$ cat src/rtl/bounded_int_binarizer_core_macros.svh
// ----------------------------------------------------------------------------
// bounded_int_binarizer_core_macros
// assertion helpers shared by the binarizer rtl, clocked on clk, held off in rst
// ----------------------------------------------------------------------------
`ifndef BOUNDED_INT_BINARIZER_CORE_MACROS_SVH
`define BOUNDED_INT_BINARIZER_CORE_MACROS_SVH

// same-cycle implication
`define BIB_ASSERT_NOW(label, ante, cons, msg) \
  label: assert property (@(posedge clk) disable iff (rst) (ante) |-> (cons)) \
    else $error(msg);

// next-cycle implication
`define BIB_ASSERT_NEXT(label, ante, cons, msg) \
  label: assert property (@(posedge clk) disable iff (rst) (ante) |=> (cons)) \
    else $error(msg);

`endif

$ cat src/rtl/bib_pkg.sv
// ----------------------------------------------------------------------------
// bib_pkg
// shared widths and context group codes of the bounded integer binarizer
// ----------------------------------------------------------------------------
`default_nettype none

package bib_pkg;

  localparam int FIELD_W  = 17;               // input field width, two's complement
  localparam int MAG_BITS = 16;               // magnitude bits of a legal field
  localparam int POS_W    = $clog2(MAG_BITS); // bit position within a magnitude
  localparam int IDX_W    = 4;                // ctx_index width
  localparam int KIND_W   = 2;                // ctx_kind width

  typedef enum logic [KIND_W-1:0] {
    KIND_ZERO = 2'd0,
    KIND_EXP  = 2'd1,
    KIND_SIGN = 2'd2,
    KIND_MANT = 2'd3
  } ctx_kind_t;

endpackage

`default_nettype wire

$ cat src/rtl/bounded_int_binarizer_core.sv
// ----------------------------------------------------------------------------
// bounded_int_binarizer_core
// zero / exponent / sign / mantissa binarization of a bounded signed value
// ----------------------------------------------------------------------------
// One transaction on the item channel carries value, range_low and range_high;
// the block answers with the ordered decisions of the binarization on the
// decision channel, one decision per transaction, the final one marked by
// last. An item whose bounds are broken (range_low >= range_high, value out of
// range) or whose magnitudes exceed MAG_BITS bits yields no decisions. After
// the accepting edge the block checks the bounds and forms the magnitudes
// (ST_CHECK, ST_RANGE), runs a bit-serial scan over the MAG_BITS magnitude
// bits that finds the exponents and the comparison state of the mantissa,
// plans (ST_PLAN), and then issues one decision per cycle (1 to 32 per item)
// while the consumer keeps dec_ready high; a dropped item leaves from ST_RANGE.
// Item time is set by the msb-first scan and by the single decision port. A
// new item is accepted as soon as the last decision sits in the output
// register, even if it has not been taken yet.
// ----------------------------------------------------------------------------
`default_nettype none

`include "bounded_int_binarizer_core_macros.svh"

module bounded_int_binarizer_core
  import bib_pkg::*;
(
  input  logic                      clk,
  input  logic                      rst,
  // item channel
  input  logic                      item_valid,
  output logic                      item_ready,
  input  logic signed [FIELD_W-1:0] value,
  input  logic signed [FIELD_W-1:0] range_low,
  input  logic signed [FIELD_W-1:0] range_high,
  // decision channel
  output logic                      dec_valid,
  input  logic                      dec_ready,
  output logic [KIND_W-1:0]         ctx_kind,
  output logic [IDX_W-1:0]          ctx_index,
  output logic                      bin,
  output logic                      coded,
  output logic                      last
);

  typedef enum logic [9:0] {
    ST_IDLE  = 10'b00_0000_0001,
    ST_CHECK = 10'b00_0000_0010,
    ST_RANGE = 10'b00_0000_0100,
    ST_SCAN  = 10'b00_0000_1000,
    ST_PLAN  = 10'b00_0001_0000,
    ST_ZERO  = 10'b00_0010_0000,
    ST_EXP   = 10'b00_0100_0000,
    ST_STOP  = 10'b00_1000_0000,
    ST_SIGN  = 10'b01_0000_0000,
    ST_MANT  = 10'b10_0000_0000
  } state_t;

  // relation of the running prefix to a bound: {greater, less}, zero is equal
  localparam logic [1:0] REL_EQ = 2'b00;

  function automatic logic [1:0] rel_step(input logic [1:0] rel, input logic rb,
                                          input logic mb);
    logic [1:0] res;
    res = rel;
    if (rel == REL_EQ) begin
      res = {rb & ~mb, ~rb & mb};
    end
    return res;
  endfunction

  // control
  state_t             state, state_next;
  logic [POS_W-1:0]   cnt, cnt_next;

  // captured item
  logic signed [FIELD_W-1:0] val_r, lo_r, hi_r;
  logic signed [FIELD_W-1:0] val_r_next, lo_r_next, hi_r_next;

  // check stage results
  logic               ord_ok, ord_ok_next;
  logic [FIELD_W-1:0] a_mag, hi_mag, lo_mag;
  logic [FIELD_W-1:0] a_mag_next, hi_mag_next, lo_mag_next;

  // range stage results
  logic               both_r, both_r_next;
  logic               amin_zero, amin_zero_next;
  logic               a_zero, a_zero_next;
  logic               neg_r, neg_r_next;

  // bit-serial shifters: log search and mantissa walk
  logic [MAG_BITS-1:0] max_sh, min_sh, a_sh, mx_sh, mn_sh;
  logic [MAG_BITS-1:0] max_sh_next, min_sh_next, a_sh_next, mx_sh_next, mn_sh_next;

  logic               max_found, min_found, e_found;
  logic               max_found_next, min_found_next, e_found_next;
  logic [POS_W-1:0]   bmax, bmin, e_pos;
  logic [POS_W-1:0]   bmax_next, bmin_next, e_pos_next;
  logic [1:0]         rmx, rmn, rmx_next, rmn_next;

  // output register
  logic               dec_valid_next;
  logic [KIND_W-1:0]  ctx_kind_next;
  logic [IDX_W-1:0]   ctx_index_next;
  logic               bin_next, coded_next, last_next;

  // combinational helpers
  logic               emit_ok;
  logic               oversized, zero_in, both_c, val_pos;
  logic [FIELD_W-1:0] amax_c, amin_c, mymax_c;
  logic               m_over, m_under, m_bit, m_coded;
  state_t             nx_mant, nx_sign, nx_stop, nx_exp;

  assign item_ready = (state == ST_IDLE);
  assign emit_ok    = ~dec_valid | dec_ready;

  // range stage: bound magnitudes and the limit of the value's own sign side
  assign oversized = (|(a_mag >> MAG_BITS)) | (|(hi_mag >> MAG_BITS))
                   | (|(lo_mag >> MAG_BITS));
  assign zero_in   = ~hi_r[FIELD_W-1] & (lo_r[FIELD_W-1] | (lo_r == '0));
  assign both_c    = lo_r[FIELD_W-1] & ~hi_r[FIELD_W-1] & (hi_r != '0);
  assign val_pos   = ~val_r[FIELD_W-1] & (val_r != '0);
  assign amax_c    = (hi_mag > lo_mag) ? hi_mag : lo_mag;
  assign amin_c    = zero_in ? '0 : ((hi_mag < lo_mag) ? hi_mag : lo_mag);
  assign mymax_c   = both_c ? (val_pos ? hi_mag : lo_mag) : amax_c;

  // mantissa bit: forced low when it would pass the limit, forced high when
  // all-ones below could not reach the smaller bound
  assign m_over  = rmx[1] | ((rmx == REL_EQ) & ~mx_sh[MAG_BITS-1]);
  assign m_under = rmn[0] | ((rmn == REL_EQ) & mn_sh[MAG_BITS-1]);
  assign m_bit   = m_over ? 1'b0 : (m_under ? 1'b1 : a_sh[MAG_BITS-1]);
  assign m_coded = ~m_over & ~m_under;

  // what follows each group of decisions
  assign nx_mant = (e_pos != '0) ? ST_MANT : ST_IDLE;
  assign nx_sign = both_r ? ST_SIGN : nx_mant;
  assign nx_stop = (e_pos < bmax) ? ST_STOP : nx_sign;
  assign nx_exp  = (bmin < e_pos) ? ST_EXP : nx_stop;

  always_comb begin
    state_next     = state;
    cnt_next       = cnt;
    val_r_next     = val_r;
    lo_r_next      = lo_r;
    hi_r_next      = hi_r;
    ord_ok_next    = ord_ok;
    a_mag_next     = a_mag;
    hi_mag_next    = hi_mag;
    lo_mag_next    = lo_mag;
    both_r_next    = both_r;
    amin_zero_next = amin_zero;
    a_zero_next    = a_zero;
    neg_r_next     = neg_r;
    max_sh_next    = max_sh;
    min_sh_next    = min_sh;
    a_sh_next      = a_sh;
    mx_sh_next     = mx_sh;
    mn_sh_next     = mn_sh;
    max_found_next = max_found;
    min_found_next = min_found;
    e_found_next   = e_found;
    bmax_next      = bmax;
    bmin_next      = bmin;
    e_pos_next     = e_pos;
    rmx_next       = rmx;
    rmn_next       = rmn;
    dec_valid_next = dec_valid & ~dec_ready;
    ctx_kind_next  = ctx_kind;
    ctx_index_next = ctx_index;
    bin_next       = bin;
    coded_next     = coded;
    last_next      = last;

    unique case (state)
      ST_IDLE: begin
        if (item_valid) begin
          val_r_next = value;
          lo_r_next  = range_low;
          hi_r_next  = range_high;
          state_next = ST_CHECK;
        end
      end

      ST_CHECK: begin
        ord_ok_next = (lo_r < hi_r) & (val_r >= lo_r) & (val_r <= hi_r);
        a_mag_next  = val_r[FIELD_W-1] ? FIELD_W'(-val_r) : FIELD_W'(val_r);
        hi_mag_next = hi_r[FIELD_W-1]  ? FIELD_W'(-hi_r)  : FIELD_W'(hi_r);
        lo_mag_next = lo_r[FIELD_W-1]  ? FIELD_W'(-lo_r)  : FIELD_W'(lo_r);
        state_next  = ST_RANGE;
      end

      ST_RANGE: begin
        both_r_next    = both_c;
        amin_zero_next = zero_in;
        a_zero_next    = (val_r == '0);
        neg_r_next     = val_r[FIELD_W-1];
        max_sh_next    = MAG_BITS'(amax_c);
        min_sh_next    = MAG_BITS'(amin_c);
        a_sh_next      = MAG_BITS'(a_mag);
        mx_sh_next     = MAG_BITS'(mymax_c);
        mn_sh_next     = MAG_BITS'(amin_c);
        max_found_next = 1'b0;
        min_found_next = 1'b0;
        e_found_next   = 1'b0;
        bmax_next      = '0;
        bmin_next      = '0;
        e_pos_next     = '0;
        rmx_next       = REL_EQ;
        rmn_next       = REL_EQ;
        cnt_next       = POS_W'(MAG_BITS - 1);
        state_next     = (ord_ok & ~oversized) ? ST_SCAN : ST_IDLE;
      end

      ST_SCAN: begin
        // msb-first: top set bit of each magnitude
        max_sh_next = max_sh << 1;
        min_sh_next = min_sh << 1;
        if (max_sh[MAG_BITS-1] && !max_found) begin
          max_found_next = 1'b1;
          bmax_next      = cnt;
        end
        if (min_sh[MAG_BITS-1] && !min_found) begin
          min_found_next = 1'b1;
          bmin_next      = cnt;
        end
        // mantissa walk runs down to the exponent bit and parks below it
        if (!e_found) begin
          rmx_next   = rel_step(rmx, a_sh[MAG_BITS-1], mx_sh[MAG_BITS-1]);
          rmn_next   = rel_step(rmn, a_sh[MAG_BITS-1], mn_sh[MAG_BITS-1]);
          a_sh_next  = a_sh << 1;
          mx_sh_next = mx_sh << 1;
          mn_sh_next = mn_sh << 1;
          if (a_sh[MAG_BITS-1]) begin
            e_found_next = 1'b1;
            e_pos_next   = cnt;
          end
        end
        if (cnt == '0) begin
          state_next = ST_PLAN;
        end else begin
          cnt_next = cnt - 1'b1;
        end
      end

      ST_PLAN: begin
        state_next = (a_zero || amin_zero) ? ST_ZERO : nx_exp;
      end

      ST_ZERO: begin
        if (emit_ok) begin
          state_next     = a_zero ? ST_IDLE : nx_exp;
          dec_valid_next = 1'b1;
          ctx_kind_next  = KIND_ZERO;
          ctx_index_next = '0;
          bin_next       = a_zero;
          coded_next     = 1'b1;
        end
      end

      ST_EXP: begin
        if (emit_ok) begin
          state_next     = (({1'b0, cnt} + 1'b1) < {1'b0, e_pos}) ? ST_EXP : nx_stop;
          cnt_next       = cnt + 1'b1;
          dec_valid_next = 1'b1;
          ctx_kind_next  = KIND_EXP;
          ctx_index_next = IDX_W'(cnt);
          bin_next       = 1'b1;
          coded_next     = 1'b1;
        end
      end

      ST_STOP: begin
        if (emit_ok) begin
          state_next     = nx_sign;
          dec_valid_next = 1'b1;
          ctx_kind_next  = KIND_EXP;
          ctx_index_next = IDX_W'(e_pos);
          bin_next       = 1'b0;
          coded_next     = 1'b1;
        end
      end

      ST_SIGN: begin
        if (emit_ok) begin
          state_next     = nx_mant;
          dec_valid_next = 1'b1;
          ctx_kind_next  = KIND_SIGN;
          ctx_index_next = IDX_W'(e_pos);
          bin_next       = neg_r;
          coded_next     = 1'b1;
        end
      end

      ST_MANT: begin
        if (emit_ok) begin
          state_next     = (cnt == '0) ? ST_IDLE : ST_MANT;
          cnt_next       = cnt - 1'b1;
          rmx_next       = rel_step(rmx, m_bit, mx_sh[MAG_BITS-1]);
          rmn_next       = rel_step(rmn, m_bit, mn_sh[MAG_BITS-1]);
          a_sh_next      = a_sh << 1;
          mx_sh_next     = mx_sh << 1;
          mn_sh_next     = mn_sh << 1;
          dec_valid_next = 1'b1;
          ctx_kind_next  = KIND_MANT;
          ctx_index_next = IDX_W'(cnt);
          bin_next       = m_bit;
          coded_next     = m_coded;
        end
      end

      default: begin
        state_next = ST_IDLE;
      end
    endcase

    // counter load on entry to a counted group
    if (state_next != state) begin
      if (state_next == ST_EXP) begin
        cnt_next = bmin;
      end else if (state_next == ST_MANT) begin
        cnt_next = e_pos - 1'b1;
      end
    end

    // a decision is final when nothing follows it
    if (dec_valid_next && emit_ok && (state != ST_IDLE) && (state != ST_CHECK)
        && (state != ST_RANGE) && (state != ST_SCAN) && (state != ST_PLAN)) begin
      last_next = (state_next == ST_IDLE);
    end
  end

  always_ff @(posedge clk) begin
    if (rst) begin
      state     <= ST_IDLE;
      cnt       <= '0;
      dec_valid <= 1'b0;
    end else begin
      state     <= state_next;
      cnt       <= cnt_next;
      dec_valid <= dec_valid_next;
    end
  end

  always_ff @(posedge clk) begin
    val_r     <= val_r_next;
    lo_r      <= lo_r_next;
    hi_r      <= hi_r_next;
    ord_ok    <= ord_ok_next;
    a_mag     <= a_mag_next;
    hi_mag    <= hi_mag_next;
    lo_mag    <= lo_mag_next;
    both_r    <= both_r_next;
    amin_zero <= amin_zero_next;
    a_zero    <= a_zero_next;
    neg_r     <= neg_r_next;
    max_sh    <= max_sh_next;
    min_sh    <= min_sh_next;
    a_sh      <= a_sh_next;
    mx_sh     <= mx_sh_next;
    mn_sh     <= mn_sh_next;
    max_found <= max_found_next;
    min_found <= min_found_next;
    e_found   <= e_found_next;
    bmax      <= bmax_next;
    bmin      <= bmin_next;
    e_pos     <= e_pos_next;
    rmx       <= rmx_next;
    rmn       <= rmn_next;
    ctx_kind  <= ctx_kind_next;
    ctx_index <= ctx_index_next;
    bin       <= bin_next;
    coded     <= coded_next;
    last      <= last_next;
  end

  // exponent of the value lies between those of the bounds
  `BIB_ASSERT_NOW(a_exp_order, (state == ST_PLAN) && !a_zero, (bmin <= e_pos) && (e_pos <= bmax), "value exponent outside bound exponents")
  // counted groups stay below the value exponent
  `BIB_ASSERT_NOW(a_cnt_bound, (state == ST_EXP) || (state == ST_MANT), cnt < e_pos, "group counter passed the exponent")
  // a mantissa emission is final exactly at bit zero
  `BIB_ASSERT_NEXT(a_mant_last, (state == ST_MANT) && emit_ok, dec_valid && (ctx_kind == KIND_MANT) && (last == (ctx_index == '0)), "mantissa last flag misplaced")
  // only mantissa bits can be model-update only
  `BIB_ASSERT_NOW(a_uncoded_kind, dec_valid && !coded, ctx_kind == KIND_MANT, "uncoded decision outside mantissa")

endmodule

`default_nettype wire

$ cat config.mk
export PLATFORM = sky130hd
export DESIGN_NAME = bounded_int_binarizer_core
export DESIGN_NICKNAME = d
export VERILOG_FILES = /design/src/rtl/bib_pkg.sv /design/src/rtl/bounded_int_binarizer_core.sv
export VERILOG_INCLUDE_DIRS = /design/src /design/src/rtl
export SDC_FILE = /design/constraint.sdc
export NUM_CORES = 1
export LEC_CHECK = 0
export ABC_AREA = 1
export BUFFER_PORTS_ARGS = -buffer_cell sky130_fd_sc_hd__buf_2
export CAP_MARGIN = 20
export CORE_ASPECT_RATIO = 0.75
export CORE_MARGIN = 2
export CORE_UTILIZATION = 40
export CTS_CLUSTER_DIAMETER = 100
export DETAILED_ROUTE_END_ITERATION = 6
export SLEW_MARGIN = 20
export SYNTH_ARGS = -nofsm -noshare
export SYNTH_HDL_FRONTEND = slang
export SYNTH_SLANG_ARGS = --single-unit
$ cat constraint.sdc
create_clock -name clk -period 10.4 [get_ports clk]
set_clock_uncertainty 0.05 [all_clocks]
set_input_delay 0.52 -clock clk [delete_from_list [all_inputs] [get_ports clk]]
set_output_delay 0.52 -clock clk [all_outputs]
set_load 0.005 [all_outputs]
==> metrics <==
outcome completed; wire per inst 16.4 µm; multi-input logic area 5530 µm²; Min Hold Slack 0.112 ns; Pins Over Slew Limit 0; max_cap viols 0; critical path type reg2reg; fraction of layout cells with a size suffix above 1 10.5%; FF+latch area 6760 µm²; #FFs+latches synth 230; num rows 57; switching power around 580 µW; Synth Flop Type edfxtp_1; pin count of the biggest net entering global routing between 50 and 60; Setup crit end mx_sh[14]$_DFFE_PP_; most common cell in the netlist nand2_1; H-tree levels 1; nets@finish 1641; Warnings, synthesis 0; critical path cell sequence inv_1 > ha_1 > inv_1 > nor3_1 > nand2_1 > nor2_1 > inv_1 > nor2_1 > nand2_1 > nor4_1 > inv_1 > ha_1 > inv_1 > o21ai_0 > a21oi_1 > nor2_1 > a21oi_1; hold buffers post-CTS 0; core area 32200 µm²; initial antenna violation count 0; Top cell by count, worst path inv_1; worst vdd ir 139 µV; Area contributors post-synth edfxtp_1 (49%), nand2_1 (9.1%), ha_1 (8.3%); WP depth 17; Mapped Cells roughly 1400; setup ws final 6.65 ns; diode count 0; Slew HR 32.8%; post-synthesis cell type count between 40 and 50; switch share around 25%; reg2reg setup slack roughly 6.7 ns; global route overflow 0; Crit. Startpoint val_r[0]$_DFFE_PP_; Fmax 0.267 GHz; min-delay worst type in2reg; Leak 6.21 nW; GR Util All Layers between 10% and 20%; slew at the pin closest to its max-slew limit slightly above 1 ns; Initial Util 40.5%; GPL Wtd Cong about 0.90; CTS buffer count 24; Pint 1.70 mW; Worst EP required 10.72 ns; EDFF count, synth around 220; # port buffers 65; antenna-violating nets left 0; Post-CTS Setup Repair Bufs 0; mapped cell area approximately 13000 µm²; Bufs and invs on worst path 5; Comb pwr share between 10% and 20%; top-area cell type share of the netlist area 49.4%; Worst R2R Path Depth 17; Synth area leader edfxtp_1; cell area power density 155 nW/µm²; total number of vias 9913; min Tclk post-route ~3.7 ns; drt via density 5.06; syn avg cell area between 9 and 10 µm²; RSZ-0062 raised after global routing false; cell family with most CP delay simple AND/OR/NAND/NOR gates; Die Y 160 µm; Fillers between 3000 and 4000; CTS Buffer Depth 3; CTS resizes 0; Arrival @ worst endpoint 4.06 ns; Critical Path Start Type flip-flop; post-DP HPWL approximately 24 mm; Clock Pin Slew Worst Setup and Hold Paths 0.06 ns; Clock Latency Late Sink roughly 0.53 ns; Worst path slowest cell inv_1; Setup-failing EPs final 0; IO Pins 66; CTS root buf clkbuf_16; DRT Pass-1 Iters 5; Sink Count 230; Crit path largest cell delay 0.64 ns; worst flop-to-flop path endpoint mx_sh[14]$_DFFE_PP_; Die Footprint 34100 µm²; Area Overhead vs Synth 12.6%; Seq pwr share 47.8%; Setup TNS Final 0 ns; clock share of power 40.2%; DRC viols 0; total power 2.28 mW; Worst Path Max Fanout 30; CP endpoint kind flip-flop; initial DRC count 781; Worst R2R Start val_r[0]$_DFFE_PP_; non-filler instance count after layout 1958; worst slack at placement approximately 6.3 ns; first-pass GRT wire length 50.8 mm; Synth top cells by count nand2_1 (318), edfxtp_1 (215), inv_1 (163); Final period util 36.0%; register area share after synthesis 51.7%; FFs w/ async S/R, synth 0%; Final Hold Vio Count 0; placed cell count 1915; vias in the first global route 9222; Synth Net Count about 1600; chip width 213 µm; Routed WL about 32 mm; TritonCTS clock tree built
==> how the worst min path moves through the flow <==
stage	from	to	slack, ns	depth (start not counted)
detailed placement	val_r[0]$_DFFE_PP_	a_mag[0]$_DFFE_PP_	0.44	0
finish	value[13]	val_r[13]$_DFFE_PP_	0.11	1
floorplan	val_r[0]$_DFFE_PP_	a_mag[0]$_DFFE_PP_	0.40	0
CTS	range_high[16]	hi_r[16]$_DFFE_PP_	0.08	1
global placement	val_r[0]$_DFFE_PP_	a_mag[0]$_DFFE_PP_	0.44	0
global route	range_high[16]	hi_r[16]$_DFFE_PP_	0.09	1
==> layout make-up <==
type / count / area share [%]
Clock buffer: 30 / 4.52
Clock inverter: 13 / 1.16
Inverter: 176 / 4.52
Multi-Input combinational cell: 996 / 37.6
Sequential cell: 230 / 45.9
Tap cell: 442 / 3.76
Timing Repair Buffer: 71 / 2.52
==> power by group through the flow <==
stage | clock network [mW] | registers [mW] | logic (mW)
after detailed placement | 0 | 1.11 | 0.272
final | 0.916 | 1.09 | 0.274
after CTS | 0.941 | 1.09 | 0.273
after floorplan | 0 | 1.09 | 0.197
after global routing | 0.976 | 1.09 | 0.313
after global placement | 0 | 1.11 | 0.267
==> per-layer routing <==
layer | global-route usage [%] | share of wire [%] | vias up
li1 | - | - | 5014
met1 | 28.6 | 49 | 4589
met2 | 28.8 | 43 | 273
met3 | 3.15 | 5.8 | 37
met4 | 4.16 | 2.0 | 0
met5 | 0 | 0 | -
==> worst reg2reg max path, stage by stage, from the launching register on <==
cell,delay [ns]
edfxtp_1,0.42
inv_1,0.18
ha_1,0.18
inv_1,0.05
nor3_1,0.21
nand2_1,0.08
nor2_1,0.09
inv_1,0.06
nor2_1,0.19
nand2_1,0.12
nor4_1,0.30
inv_1,0.08
ha_1,0.28
inv_1,0.64
o21ai_0,0.16
a21oi_1,0.20
nor2_1,0.08
a21oi_1,0.21
==> kinds of logic after synthesis <==
kind of cell	share of synthesized area, %
and+or+nand+nor	20.1
AOI/OAI and AO/OA	10.5
DFF	51.7
buffers and inverters	6.11
adders and majority gates	8.33
xor gates and xnor gates	3.29
==> through the flow <==
| stage | utilization [%] | area, µm² |
|---|---|---|
| detailed placement | 43.0 | 13900 |
| CTS | 45.6 | 14700 |
| global route | 45.6 | 14700 |
| floorplan | - | 13100 |
| global placement | 43.0 | 13900 |
| finish | 45.6 | 14700 |
==> placed cells by master, fill, tap and decap left out, types with 12 or more instances in the layout <==
master	count
dfxtp_1	15
inv_1	162
ha_1	87
nand3_1	50
o211ai_1	12
buf_2	65
o21ai_0	84
nor3_1	27
clkbuf_16	25
edfxtp_1	215
nand4_1	16
nor2_1	151
nand2_1	318
a21oi_1	117
xor2_1	43
==> sequential cells by signal, summed over array words and instances, names as in the netlist, 2 cells and up <==
name,cells
a_mag,17
hi_mag,17
hi_r,17
lo_mag,17
lo_r,17
val_r,17
a_sh,16
max_sh,16
min_sh,16
mn_sh,16
mx_sh,16
state,10
bmax,4
bmin,4
cnt,4
ctx_index,4
e_pos,4
ctx_kind,2
rmn,2
rmx,2
No activity file was read; power rests on OpenSTA's default activity.
